==> src/hw/rtl/crc16_rx_pkg.sv <==
package crc16_rx_pkg;

    localparam int unsigned BYTE_W  = 8;
    localparam int unsigned LEN_W   = 16;
    localparam int unsigned CRC_W   = 16;
    localparam int unsigned STAT_W  = 2;
    localparam int unsigned ADDR_W  = 4;
    localparam int unsigned APB_W   = 32;

    localparam logic [CRC_W-1:0] CRC_INIT = 16'hFFFF;
    localparam logic [CRC_W-1:0] CRC_POLY = 16'hA001;
    localparam logic [LEN_W-1:0] MAX_LEN_RESET = 16'd1024;

    typedef enum logic [2:0] {
        PH_HUNT1   = 3'd0,
        PH_HUNT2   = 3'd1,
        PH_LEN_LO  = 3'd2,
        PH_LEN_HI  = 3'd3,
        PH_PAYLOAD = 3'd4,
        PH_CRC_LO  = 3'd5,
        PH_CRC_HI  = 3'd6
    } t_phase;

    typedef enum logic [STAT_W-1:0] {
        ST_GOOD    = 2'd0,
        ST_BAD_LEN = 2'd1,
        ST_BAD_CRC = 2'd2
    } t_status;

    typedef enum logic {
        KIND_DATA = 1'b0,
        KIND_END  = 1'b1
    } t_kind;

    typedef enum logic [1:0] {
        REG_HDR_FIRST  = 2'd0,
        REG_HDR_SECOND = 2'd1,
        REG_XOR_KEY    = 2'd2,
        REG_MAX_LEN    = 2'd3
    } t_reg_idx;

    function automatic logic [CRC_W-1:0] crc_fold(input logic [CRC_W-1:0] crc_in,
                                                  input logic [BYTE_W-1:0] b);
        logic [CRC_W-1:0] c;
        c = crc_in ^ {{(CRC_W-BYTE_W){1'b0}}, b};
        for (int k = 0; k < BYTE_W; k++) begin
            if (c[0]) begin
                c = (c >> 1) ^ CRC_POLY;
            end else begin
                c = c >> 1;
            end
        end
        return c;
    endfunction

endpackage

==> src/hw/rtl/crc16_modbus_frame_receiver_core.sv <==
// Frame receiver for CRC-16/MODBUS framed packets.
// Input channel: one received byte per beat on i_byte_in (i_in_valid / o_in_ready).
// Output channel: one result per beat (o_out_valid / i_out_ready). A data result
// (o_kind 0) carries a payload byte XORed with the key and its index in the frame.
// An end result (o_kind 1) carries the frame status and the received length field.
// Only a CRC check or a zero or over-limit length field produces an end result.
// A byte sits in the input register and is decoded into the output
// register when it advances; a waiting result can stall it there.
// One byte is taken every cycle unless a waiting result stalls it; the rate is
// set by the combinational CRC fold and phase decode between the registers.
// When the receiver holds i_out_ready low with a result pending, the input
// register takes beats until one yields a result; o_in_ready then drops until
// the result is taken. Bytes that produce no result keep flowing meanwhile.
// The user must write configuration over the APB port only while no traffic
// is in flight; the block does not enforce it. Reset clears both valid flags,
// returns to header hunting with CRC 0xFFFF, resets registers (max len 1024).
module crc16_modbus_frame_receiver_core (
    input  logic                                  i_clk,
    input  logic                                  i_rst_n,
    input  logic                                  i_in_valid,
    output logic                                  o_in_ready,
    input  logic [crc16_rx_pkg::BYTE_W-1:0]       i_byte_in,
    output logic                                  o_out_valid,
    input  logic                                  i_out_ready,
    output logic                                  o_kind,
    output logic [crc16_rx_pkg::BYTE_W-1:0]       o_data_byte,
    output logic [crc16_rx_pkg::LEN_W-1:0]        o_byte_index,
    output logic [crc16_rx_pkg::STAT_W-1:0]       o_status,
    output logic [crc16_rx_pkg::LEN_W-1:0]        o_payload_length,
    input  logic                                  psel,
    input  logic                                  penable,
    input  logic                                  pwrite,
    input  logic [crc16_rx_pkg::ADDR_W-1:0]       paddr,
    input  logic [crc16_rx_pkg::APB_W-1:0]        pwdata,
    output logic [crc16_rx_pkg::APB_W-1:0]        prdata,
    output logic                                  pready
);

    logic [crc16_rx_pkg::BYTE_W-1:0] r_hdr_first;
    logic [crc16_rx_pkg::BYTE_W-1:0] r_hdr_second;
    logic [crc16_rx_pkg::BYTE_W-1:0] r_xor_key;
    logic [crc16_rx_pkg::LEN_W-1:0]  r_max_len;

    logic                            r_in_valid;
    logic [crc16_rx_pkg::BYTE_W-1:0] r_in_byte;

    crc16_rx_pkg::t_phase            r_phase, n_phase;
    logic [crc16_rx_pkg::CRC_W-1:0]  r_crc, n_crc;
    logic [crc16_rx_pkg::LEN_W-1:0]  r_len, n_len;
    logic [crc16_rx_pkg::LEN_W-1:0]  r_seen, n_seen;
    logic [crc16_rx_pkg::BYTE_W-1:0] r_crc_lo, n_crc_lo;

    logic                            r_out_valid;
    logic                            r_kind, n_kind;
    logic [crc16_rx_pkg::BYTE_W-1:0] r_data, n_data;
    logic [crc16_rx_pkg::LEN_W-1:0]  r_idx, n_idx;
    logic [crc16_rx_pkg::STAT_W-1:0] r_status, n_status;
    logic [crc16_rx_pkg::LEN_W-1:0]  r_plen, n_plen;

    logic                            produce;
    logic                            advance;
    logic [crc16_rx_pkg::LEN_W-1:0]  len_full;
    logic [crc16_rx_pkg::LEN_W-1:0]  seen_next;
    logic [crc16_rx_pkg::CRC_W-1:0]  rx_crc;
    logic                            cfg_wr;
    crc16_rx_pkg::t_reg_idx          cfg_idx;

    assign pready  = 1'b1;
    assign cfg_wr  = psel && penable && pwrite;
    assign cfg_idx = crc16_rx_pkg::t_reg_idx'(paddr[3:2]);

    always_comb begin
        prdata = '0;
        case (cfg_idx)
            crc16_rx_pkg::REG_HDR_FIRST:  prdata[crc16_rx_pkg::BYTE_W-1:0] = r_hdr_first;
            crc16_rx_pkg::REG_HDR_SECOND: prdata[crc16_rx_pkg::BYTE_W-1:0] = r_hdr_second;
            crc16_rx_pkg::REG_XOR_KEY:    prdata[crc16_rx_pkg::BYTE_W-1:0] = r_xor_key;
            crc16_rx_pkg::REG_MAX_LEN:    prdata[crc16_rx_pkg::LEN_W-1:0]  = r_max_len;
            default:                      prdata = '0;
        endcase
    end

    always_ff @(posedge i_clk) begin
        if (!i_rst_n) begin
            r_hdr_first  <= '0;
            r_hdr_second <= '0;
            r_xor_key    <= '0;
            r_max_len    <= crc16_rx_pkg::MAX_LEN_RESET;
        end else if (cfg_wr) begin
            case (cfg_idx)
                crc16_rx_pkg::REG_HDR_FIRST:  r_hdr_first  <= pwdata[crc16_rx_pkg::BYTE_W-1:0];
                crc16_rx_pkg::REG_HDR_SECOND: r_hdr_second <= pwdata[crc16_rx_pkg::BYTE_W-1:0];
                crc16_rx_pkg::REG_XOR_KEY:    r_xor_key    <= pwdata[crc16_rx_pkg::BYTE_W-1:0];
                crc16_rx_pkg::REG_MAX_LEN:    r_max_len    <= pwdata[crc16_rx_pkg::LEN_W-1:0];
                default: begin
                end
            endcase
        end
    end

    assign len_full  = {r_in_byte, r_len[crc16_rx_pkg::BYTE_W-1:0]};
    assign seen_next = r_seen + 1'b1;
    assign rx_crc    = {r_in_byte, r_crc_lo};

    always_comb begin
        n_phase  = r_phase;
        n_crc    = r_crc;
        n_len    = r_len;
        n_seen   = r_seen;
        n_crc_lo = r_crc_lo;
        produce  = 1'b0;
        n_kind   = crc16_rx_pkg::KIND_DATA;
        n_data   = '0;
        n_idx    = '0;
        n_status = crc16_rx_pkg::ST_GOOD;
        n_plen   = r_len;
        case (r_phase)
            crc16_rx_pkg::PH_HUNT2: begin
                if (r_in_byte == r_hdr_second) begin
                    n_crc   = crc16_rx_pkg::crc_fold(r_crc, r_in_byte);
                    n_phase = crc16_rx_pkg::PH_LEN_LO;
                end else if (r_in_byte == r_hdr_first) begin
                    n_crc = crc16_rx_pkg::crc_fold(crc16_rx_pkg::CRC_INIT, r_in_byte);
                end else begin
                    n_crc   = crc16_rx_pkg::CRC_INIT;
                    n_phase = crc16_rx_pkg::PH_HUNT1;
                end
            end
            crc16_rx_pkg::PH_LEN_LO: begin
                n_crc   = crc16_rx_pkg::crc_fold(r_crc, r_in_byte);
                n_len   = {{(crc16_rx_pkg::LEN_W-crc16_rx_pkg::BYTE_W){1'b0}}, r_in_byte};
                n_phase = crc16_rx_pkg::PH_LEN_HI;
            end
            crc16_rx_pkg::PH_LEN_HI: begin
                n_crc  = crc16_rx_pkg::crc_fold(r_crc, r_in_byte);
                n_len  = len_full;
                n_plen = len_full;
                n_seen = '0;
                if (len_full == '0 || len_full > r_max_len) begin
                    produce  = 1'b1;
                    n_kind   = crc16_rx_pkg::KIND_END;
                    n_status = crc16_rx_pkg::ST_BAD_LEN;
                    n_crc    = crc16_rx_pkg::CRC_INIT;
                    n_phase  = crc16_rx_pkg::PH_HUNT1;
                end else begin
                    n_phase = crc16_rx_pkg::PH_PAYLOAD;
                end
            end
            crc16_rx_pkg::PH_PAYLOAD: begin
                n_crc   = crc16_rx_pkg::crc_fold(r_crc, r_in_byte);
                produce = 1'b1;
                n_data  = r_in_byte ^ r_xor_key;
                n_idx   = r_seen;
                n_seen  = seen_next;
                if (seen_next >= r_len) begin
                    n_phase = crc16_rx_pkg::PH_CRC_LO;
                end
            end
            crc16_rx_pkg::PH_CRC_LO: begin
                n_crc_lo = r_in_byte;
                n_phase  = crc16_rx_pkg::PH_CRC_HI;
            end
            crc16_rx_pkg::PH_CRC_HI: begin
                produce  = 1'b1;
                n_kind   = crc16_rx_pkg::KIND_END;
                n_status = (rx_crc == r_crc) ? crc16_rx_pkg::ST_GOOD
                                             : crc16_rx_pkg::ST_BAD_CRC;
                n_crc    = crc16_rx_pkg::CRC_INIT;
                n_phase  = crc16_rx_pkg::PH_HUNT1;
            end
            default: begin
                if (r_in_byte == r_hdr_first) begin
                    n_crc   = crc16_rx_pkg::crc_fold(crc16_rx_pkg::CRC_INIT, r_in_byte);
                    n_phase = crc16_rx_pkg::PH_HUNT2;
                end else begin
                    n_crc   = crc16_rx_pkg::CRC_INIT;
                    n_phase = crc16_rx_pkg::PH_HUNT1;
                end
            end
        endcase
    end

    assign advance    = r_in_valid && (!produce || !r_out_valid || i_out_ready);
    assign o_in_ready = !r_in_valid || advance;

    always_ff @(posedge i_clk) begin
        if (!i_rst_n) begin
            r_in_valid <= 1'b0;
        end else if (o_in_ready) begin
            r_in_valid <= i_in_valid;
        end
    end

    always_ff @(posedge i_clk) begin
        if (o_in_ready && i_in_valid) begin
            r_in_byte <= i_byte_in;
        end
    end

    always_ff @(posedge i_clk) begin
        if (!i_rst_n) begin
            r_phase  <= crc16_rx_pkg::PH_HUNT1;
            r_crc    <= crc16_rx_pkg::CRC_INIT;
            r_len    <= '0;
            r_seen   <= '0;
            r_crc_lo <= '0;
        end else if (advance) begin
            r_phase  <= n_phase;
            r_crc    <= n_crc;
            r_len    <= n_len;
            r_seen   <= n_seen;
            r_crc_lo <= n_crc_lo;
        end
    end

    always_ff @(posedge i_clk) begin
        if (!i_rst_n) begin
            r_out_valid <= 1'b0;
        end else if (advance && produce) begin
            r_out_valid <= 1'b1;
        end else if (i_out_ready) begin
            r_out_valid <= 1'b0;
        end
    end

    always_ff @(posedge i_clk) begin
        if (advance && produce) begin
            r_kind   <= n_kind;
            r_data   <= n_data;
            r_idx    <= n_idx;
            r_status <= n_status;
            r_plen   <= n_plen;
        end
    end

    assign o_out_valid      = r_out_valid;
    assign o_kind           = r_kind;
    assign o_data_byte      = r_data;
    assign o_byte_index     = r_idx;
    assign o_status         = r_status;
    assign o_payload_length = r_plen;

endmodule

==> config.mk <==
export PLATFORM = sky130hd
export DESIGN_NAME = crc16_modbus_frame_receiver_core
export DESIGN_NICKNAME = d
export VERILOG_FILES = /design/src/hw/rtl/crc16_rx_pkg.sv /design/src/hw/rtl/crc16_modbus_frame_receiver_core.sv
export SDC_FILE = /design/constraint.sdc
export NUM_CORES = 1
export LEC_CHECK = 0
export BUFFER_PORTS_ARGS = -buffer_cell sky130_fd_sc_hd__buf_2
export CORE_MARGIN = 3
export CORE_UTILIZATION = 33
export DETAILED_ROUTE_END_ITERATION = 10
export PLACE_DENSITY_LB_ADDON = 0.25
export SETUP_SLACK_MARGIN = 0.4
export SYNTH_ARGS = -nofsm -noshare
export SYNTH_HDL_FRONTEND = slang
export SYNTH_SLANG_ARGS = --single-unit
==> constraint.sdc <==
create_clock -name i_clk -period 13.8 [get_ports i_clk]
set_clock_uncertainty 0.2 [all_clocks]
set_input_delay 0 -clock i_clk [delete_from_list [all_inputs] [get_ports i_clk]]
set_output_delay 0 -clock i_clk [all_outputs]
set_load 0.05 [all_outputs]
After elaboration in Yosys (flattened, before gate mapping). Cells that the tools add are included.

Add/sub/neg operators: 1. $lt $le $gt $ge: 2. Equality and inequality tests: 14. Multiplexer cells: 137. Bitwise gates (word level): 49. Reductions and logical operators: 29.

Operator list (number): $mux 16 (118); $not 2->3 (44); $pmux 16 s6 (1); $pmux 16 s2 (2); $pmux 8 s4 (1); $pmux 3 s6 (1); $add 16x1->16 const B (1); $eq 16x16->1 (1); $eq 8x8->1 (2); $ge 16x16->1 (1); $gt 16x16->1 (1); $logic_not 16->1 (1); $not 8->16 (1); $reduce_and 2->1 (8); $xor 16x8->16 (1); $mux 3 (4); $eq 3x3->1 const B (3); $mux 8 (1); $xor 8x8->8 (1); $eq 3x2->1 const B (2); $reduce_and 3->1 (2); $reduce_bool 2->1 (3); $reduce_or 6->1 (1); $logic_and 1x1->1 (5); 14 further kinds (26).

Flip-flop bits (word level): 152. Input bits: 51. Logic and storage cells: 250.

Longest topological paths before layout. Gate-level depths: netlist of the first run.

Word-level depth: 41. Mapped depth: 16. Mapped depth without buffers: 15.

Worst setup path after synthesis of the first run. OpenSTA, ideal clock, no wires.

Path kind: register to register. Start: register r_in_byte[4] (netlist name). End: register r_idx (netlist bit o_byte_index[0]) (enable). Setup time: 0.444 ns. Data arrival time: 3.986 ns. Data required time: 13.156 ns. Slack: 9.170 ns. Stages on the path, launching flop included: 11. Clock period less this slack: 4.630 ns. Cells stage by stage: edfxtp_1 buf_2 inv_1 ha_1 or4b_1 nor3_2 a2111oi_2 a31oi_1 and2_4 o21ai_1 nor2_1.

Longest elaborated chain between the ends: 9. Elaborated cells on any way between the ends: 10. Those cells by class: 1 x order compare; 2 x mux; 7 x reduce/logical.

Ends and longest elaborated chain: from (decl) (RTL line crc16_modbus_frame_receiver_core.sv:45) `logic [crc16_rx_pkg::BYTE_W-1:0] r_in_byte;`; from (signal assigned) (RTL line crc16_modbus_frame_receiver_core.sv:196) `r_in_byte <= i_byte_in;`; $gt 16x16->1 or $logic_not 16->1 (tied branches) (RTL line crc16_modbus_frame_receiver_core.sv:139) `if (len_full == '0 || len_full > r_max_len) begin`; $logic_or 1x1->1 * (RTL line crc16_modbus_frame_receiver_core.sv:139); $mux 1 * (RTL line crc16_modbus_frame_receiver_core.sv:139); $pmux 1 s2 * (RTL line crc16_modbus_frame_receiver_core.sv:117) `case (r_phase)`; $logic_not 1->1 (RTL line crc16_modbus_frame_receiver_core.sv:183) `assign advance = r_in_valid && (!produce || !r_out_valid || i_out_ready);`; $logic_or 1x1->1 (2 in a row) (RTL line crc16_modbus_frame_receiver_core.sv:183); $logic_and 1x1->1 (RTL line crc16_modbus_frame_receiver_core.sv:183); $logic_and 1x1->1 * (RTL line crc16_modbus_frame_receiver_core.sv:227) `if (advance && produce) begin`; to (signal assigned) (RTL line crc16_modbus_frame_receiver_core.sv:230) `r_idx <= n_idx;`; to (decl) (RTL line crc16_modbus_frame_receiver_core.sv:56) `logic [crc16_rx_pkg::LEN_W-1:0] r_idx, n_idx;`.

Every way passes the cells marked *; elsewhere a longest branch is shown, timed or not. A chain may end at the register's enable or synchronous reset.

Final worst setup path of the first run.
Start: register r_in_byte[6] (netlist name). End: register r_in_byte[5] (netlist name) (enable).

Longest elaborated chain between the ends: 10. Elaborated cells on any way between the ends: 11. Those cells by class: 1 x order compare; 2 x mux; 8 x reduce/logical.

Ends and longest elaborated chain: $gt 16x16->1 or $logic_not 16->1 (tied branches) (RTL line crc16_modbus_frame_receiver_core.sv:139); $logic_or 1x1->1 * (RTL line crc16_modbus_frame_receiver_core.sv:139); $mux 1 * (RTL line crc16_modbus_frame_receiver_core.sv:139); $pmux 1 s2 * (RTL line crc16_modbus_frame_receiver_core.sv:117); $logic_not 1->1 * (RTL line crc16_modbus_frame_receiver_core.sv:183); $logic_or 1x1->1 * (2 in a row) (RTL line crc16_modbus_frame_receiver_core.sv:183); $logic_and 1x1->1 * (RTL line crc16_modbus_frame_receiver_core.sv:183); $logic_or 1x1->1 * (RTL line crc16_modbus_frame_receiver_core.sv:184) `assign o_in_ready = !r_in_valid || advance;`; $logic_and 1x1->1 * (RTL line crc16_modbus_frame_receiver_core.sv:195) `if (o_in_ready && i_in_valid) begin`.

Marked as above.

==> metrics.md, run 1 <==
| Metric | Value |
|---|---|
| Yosys top cell by area | dfxtp_1 |
| Mux cell area share after synthesis | 6.12% |
| Total Power | 1.06 mW |
| Num CTS Buffers | 17 |
| Sequential power share | 44.6% |
| Post-DRT Antenna Nets | 0 |
| Most common cell after layout, fill and taps aside | nand2_1 |
| Initial antenna violation count | 0 |
| Switching Share | 24.8% |
| Initial core utilization | 34.2% |
| Final worst setup slack | 9470 ps |
| Mapped Avg Cell Area | 9.17 sq um |
| Post-synthesis cell count | 892 |
| Diode count | 0 |
| GRT Util Overall | 17.0% |
| Reg clk slew, reported paths | 70 ps |
| GRT overflow | 0 |
| Setup CP Type | reg2reg |
| Routability Congestion | 0.829 |
| Int Pwr | 0.795 mW |
| Pre-CTS setup slack | 9500 ps |
| Wire length per cell | 16.4 um |
| Synth Area in XOR/XNOR | 9.16% |
| Async SR Flop Fraction | 0% |
| Adder-cell share of the synthesized area | 5.66% |
| Drt drc | 0 |
| Die Area | 0.0267 sq mm |
| NetSw | 0.263 mW |
| Peak VDD IR | 62.8 uV |
| Yosys top cell area share | 24.7% |
| Core footprint | 0.0239 sq mm |
| RSZ-0062 raised after global routing | false |
| Via Count | 6583 |
| Final setup violation count | 0 |
| Worst R2R Path Depth | 9 |
| Final hold vios | 0 |
| Area Overhead vs Synth | 20.5% |
| Max Freq | 231 MHz |
| Top cells by area, synth | dfxtp_1 25%, edfxtp_1 19%, xnor2_1 7.8% |
| Synth Area in Compound Gates | 12.3% |
| # nets final | 1094 |
| Hold path depth | 5 |
| Post-synth EDFFs | 51 |
| CTS Sinks | 152 |
| Synth cell types | 63 |
| Max-slew headroom | 31.2% |
| Combinational share of power | 8.8% |
| Vias in the first global route | 6460 |
| Global-route wire length before repair | 35500 um |
| CTS root buf | clkbuf_16 |
| Mean number of vias per cell | 4.92 |
| Cell area after layout | 0.00985 sq mm |
| Non-Filler Instances | 1338 |
| Post-placement cell count | 1271 |
| Largest family of logic cells by synthesized area | simple AND/OR/NAND/NOR gates |
| Die X | 163 um |
| Layout Utilization | 41.2% |
| Commonest non-fill, non-tap cells in the layout | 109 x nand2_1, 103 x nor2_1, 101 x dfxtp_1 |
| Post-DP Area | 0.00889 sq mm |
| Flops & latches, synth | 152 |
| Post-Route WL | 21900 um |
| Min-Delay Path Class | in2reg |
| Setup crit end kind | flop |
| Setup TNS Final | 0 ps |
| DIE HEIGHT | 163 um |
| Seq/Total Area, Yosys | 43.4% |
| Post-DP HPWL | 15300 um |
| P_leak | 3.89 nW |
| CTS tree | yes |
| Max H-tree Level | 4 |
| First DRT Iteration DRCs | 438 |
| Post-Synth Simple-Gate Area | 17.2% |
| Post_cts resized | 0 |
| Main synth FF type | dfxtp_1 |
| Worst-Skew Late Latency | 430 ps |
| Outcome | completed |
| Max cap viols | 0 |
| Final slew viol count | 0 |
| Pin count of the biggest net entering global routing | 78 |
| Hold Slack | 53.0 ps |
| Max FO, Critical Path | 10 |
| Critical Path AT | 4190 ps |
| PortBufs | 93 |
| Post-synthesis cell area | 0.00818 sq mm |
| Share of layout cells above drive strength 1 | 15.3% |
| Placement Rows | 56 |
| Min Tclk post-route | 4330 ps |
| Power per cell area | 107 mW/mm^2 |
| Setup crit start kind | flop |
| Critical Path RT | 13660 ps |
| Yosys Warn Count | 0 |
| 1st-pass router iterations | 5 |
| Clk buf depth | 2 |
| Worst Tran Pin Value | 1030 ps |
| Top-level I/O count | 129 |
| Period utilization | 31.4% |
| Clk pwr share | 46.5% |
-- layer usage --
layer  share of wire, %  vias to the layer above  GRT usage [%]  routed length, um
met2                 45                      196           27.0               9970
li1                   -                     3289              -                  -
met3                5.0                       18           2.92               1090
met4                1.4                        0           4.88                317
met1                 48                     3080           23.7              10600
met5                  0                        -              0                  0
-- power by group through the flow --
stage	registers, mW	logic (mW)	clock network [mW]
floorplan	0.478	0.0733	0
global placement	0.482	0.0861	0
detailed placement	0.482	0.0869	0
CTS	0.472	0.0935	0.502
global route	0.472	0.103	0.521
finish	0.472	0.0934	0.492
-- area by class of cell --
class	count	area [sq um]
fill	2361	14000
multi-input combinational	647	4210
clock buffer	19	443
tap	319	399
sequential	152	3550
inverter	48	180
timing repair buffer	140	906
clock inverter	13	168
-- critical path: stages, from the launching register on --
cell and delay (ps):
edfxtp_1 750, ha_1 380, nand4_2 190, nor2_1 70
a311oi_1 490, a31oi_1 330, and2_4 290, o21ai_1 330
nor2_1 150, nor2b_1 770
-- state kept, by name (all words and copies together), names as in the netlist, 3 cells and up --
register / cells
r_crc_lo: 8
r_hdr_second: 8
o_payload_length: 16
o_data_byte: 8
r_xor_key: 8
r_len: 16
r_crc: 16
r_in_byte: 8
r_max_len: 16
r_phase: 3
r_seen: 16
o_byte_index: 16
r_hdr_first: 8
-- logic make-up after synthesis --
| group | after synthesis |
|---|---|
| adder cells (fa/ha/maj) | 37 |
| AND/OR/NAND/NOR | 311 |
| other | 2 |
| AO/OA/AOI/OAI | 158 |
| flip-flops | 152 |
| multiplexers | 40 |
| buffers and inverters | 108 |
| XOR/XNOR | 84 |
-- synth_stat cells (all sizes together), types with 3 or more instances --
| cell | number |
|---|---|
| a2111oi | 4 |
| a21o | 12 |
| a21oi | 64 |
| a311oi | 3 |
| a31oi | 3 |
| a32o | 3 |
| and2 | 3 |
| and3 | 19 |
| buf | 32 |
| clkbuf | 28 |
| dfxtp | 101 |
| edfxtp | 51 |
| ha | 37 |
| inv | 48 |
| mux2i | 32 |
| mux4 | 8 |
| nand2 | 109 |
| nand2b | 3 |
| nand3 | 11 |
| nand4 | 15 |
| nor2 | 104 |
| nor2b | 10 |
| nor3 | 20 |
| nor4 | 4 |
| o211ai | 15 |
| o21a | 3 |
| o21ai | 29 |
| o22ai | 7 |
| o32ai | 3 |
| or3 | 4 |
| xnor2 | 73 |
| xor2 | 10 |
-- repair_timing --
action,CTS,global route
hold buffers,35,0
buffers inserted,0,0
endpoints found under the hold margin,81,0
-- final timing paths --
check,startpoint,to,slack (ps)
worst min register to register,r_max_len[9]$_SDFFE_PN0P_,r_max_len[9]$_SDFFE_PN0P_,250
worst max-delay path,r_in_byte[6]$_DFFE_PP_,r_in_byte[5]$_DFFE_PP_,9470
worst max register to register,r_in_byte[6]$_DFFE_PP_,r_in_byte[5]$_DFFE_PP_,9470
worst min-delay path,penable,r_hdr_first[5]$_SDFFE_PN0P_,50
(Power assumes the default switching activity.)
==> run 2, diff against run 1 <==
Clock period 13.8 ns to 3.8 ns, I/O delays scaled along.
==> run 2 against run 1 <==
  * Combinational power increased to 3.9 times the previous value
  * Routed wire length increased by 1.2%
  * Fmax increased by 31%
  * Worst hold slack improved by 33 ps
  * Via count increased by 1.3%
  * Clock power increased to 3.6 times the previous value
  * Critical path type unchanged
  * Largest power group unchanged
==> metrics.md, run 2 (synthesized netlist as in run 1, its figures left out) <==
| Metric | Value |
|---|---|
| 1st-pass router iterations | 5 |
| Top-level I/O count | 129 |
| GRT overflow | 0 |
| Min Tclk post-route | 3300 ps |
| Power per cell area | 383 mW/mm^2 |
| Die Area | 0.0267 sq mm |
| Pre-CTS setup slack | 270 ps |
| Vias in the first global route | 6257 |
| Num CTS Buffers | 17 |
| Switching Share | 24.8% |
| Wire length per cell | 16.4 um |
| Total Power | 3.85 mW |
| P_leak | 3.98 nW |
| Critical Path AT | 3400 ps |
| Post-DRT Antenna Nets | 0 |
| CTS root buf | clkbuf_16 |
| Share of layout cells above drive strength 1 | 18.8% |
| Setup crit end kind | flop |
| Initial core utilization | 34.2% |
| Reg clk slew, reported paths | 70 ps |
| Sequential power share | 44.3% |
| Max incr delay on CP | 400 ps |
| Grt met3 use | 3.12% |
| Max cap viols | 0 |
| Combinational share of power | 9.5% |
| Peak VDD IR | 262 uV |
| Post-Route WL | 22200 um |
| Busiest grt layer | met2 |
| Min-Delay Path Class | in2reg |
| PortBufs | 93 |
| Int Pwr | 2.90 mW |
| Final worst setup slack | 502 ps |
| GRT Util Overall | 17.1% |
| First DRT Iteration DRCs | 440 |
| Pin count of the biggest net entering global routing | 45 |
| Critical Path RT | 3900 ps |
| Commonest non-fill, non-tap cells in the layout | 108 x nand2_1, 100 x nor2_1, 98 x dfxtp_1 |
| Drt drc | 0 |
| Post-DP Area | 0.00901 sq mm |
| Max FO, Critical Path | 6 |
| Post-DP HPWL | 15700 um |
| Worst-Skew Late Latency | 430 ps |
| Worst Tran Pin Value | 862 ps |
| NetSw | 0.953 mW |
| Hold Slack | 85.8 ps |
| Final setup violation count | 0 |
| GR Util met1 | 24.3% |
| Placement Rows | 56 |
| Final hold vios | 0 |
| Die X | 163 um |
| Clk buf depth | 2 |
| Area Overhead vs Synth | 22.8% |
| Period utilization | 86.8% |
| Clk pwr share | 46.2% |
| Setup CP Type | reg2reg |
| RSZ-0062 raised after global routing | true |
| Via Count | 6671 |
| Most common cell after layout, fill and taps aside | nand2_1 |
| Final slew viol count | 0 |
| Max-slew headroom | 42.5% |
| CP cell instances | ha_4, nand3_1, or2_4, nor2_4, and3_2, nand2_1, xnor2_1, ha_1, nand3_1, nor2_1, o211ai_1, a31oi_1, o32ai_1, a311oi_1, o32ai_1 |
| Routability Congestion | 0.839 |
| Cell area after layout | 0.0100 sq mm |
| DIE HEIGHT | 163 um |
| Diode count | 0 |
| Crit-path slowest cell | dfxtp_2 |
| CTS Sinks | 152 |
| # nets final | 1107 |
| Max Freq | 303 MHz |
| Core footprint | 0.0239 sq mm |
| Mean number of vias per cell | 4.94 |
| Delay-heaviest family, CP | simple AND/OR/NAND/NOR gates |
| Max H-tree Level | 4 |
| Setup crit start kind | flop |
| CP bufs+invs | 0 |
| CTS tree | yes |
| Global-route wire length before repair | 35300 um |
| Outcome | completed |
| Initial antenna violation count | 0 |
| Met2 Use GR | 26.7% |
| Setup TNS Final | 0 ps |
-- run 2: cell types whose count changed in the layout (fill, tap and decap cells not counted), sizes merged --
cell | before | now
buf | 105 | 123
clkinv | 3 | 4
clkinvlp | 3 | 1
dlygate4sd3 | 35 | 30
inv | 52 | 53
-- run 2: metrics by stage --
stage,cells,utilization (%)
2_1_floorplan,907,-
3_5_place_dp,1283,37.7
4_1_cts,1349,41.8
5_1_grt,1351,42.1
3_3_place_gp,1283,37.7
6_report,1351,42.1
-- run 2: metal layers --
layer / up-vias / share of wire (%)
met5: - / 0
met4: 0 / 1.4
met3: 25 / 6.3
met2: 229 / 46
met1: 3101 / 47
li1: 3316 / -
-- run 2: what timing repair did --
action,in CTS,in global routing
buffers inserted,4,2
resized for setup,10,16
hold buffers,30,0
pin swaps,1,5
endpoints found under the setup margin,76,83
endpoints found under the hold margin,81,0
-- run 2: worst paths after layout --
check	startpoint	end	slack, ps	cells past startpoint
min reg2reg	r_max_len[8]$_SDFFE_PN0P_	r_max_len[8]$_SDFFE_PN0P_	250	2
max	r_seen[0]$_SDFFE_PN0P_	r_phase[0]$_SDFFE_PN0P_	500	15
min	penable	r_max_len[4]$_SDFFE_PN0P_	90	6
max reg2reg	r_seen[0]$_SDFFE_PN0P_	r_phase[0]$_SDFFE_PN0P_	500	15
-- run 2: power by group through the flow --
stage	combinational (mW)	clock [mW]	sequential, mW
floorplan	0.268	0	1.73
global placement	0.331	0	1.74
detailed placement	0.334	0	1.74
CTS	0.363	1.82	1.71
global route	0.395	1.90	1.71
finish	0.365	1.78	1.71
-- run 2: final cells by class --
class                   instances  area (sq um)
clock buffers                  19           443
clock inverters                13           165
fillers                      2337         13800
inverters                      48           180
multi-input cells             647          4280
flip-flops and latches        152          3560
well taps                     319           399
repair buffers                153          1020
-- run 2: worst register-to-register path: stages, from the launching register on --
cell      delay (ps)
dfxtp_2          400
ha_4             180
nand3_1          160
or2_4            320
nor2_4           150
and3_2           250
nand2_1           80
xnor2_1          150
ha_1             320
nand3_1          110
nor2_1           130
o211ai_1         110
a31oi_1          180
o32ai_1          130
a311oi_1         230
o32ai_1          100
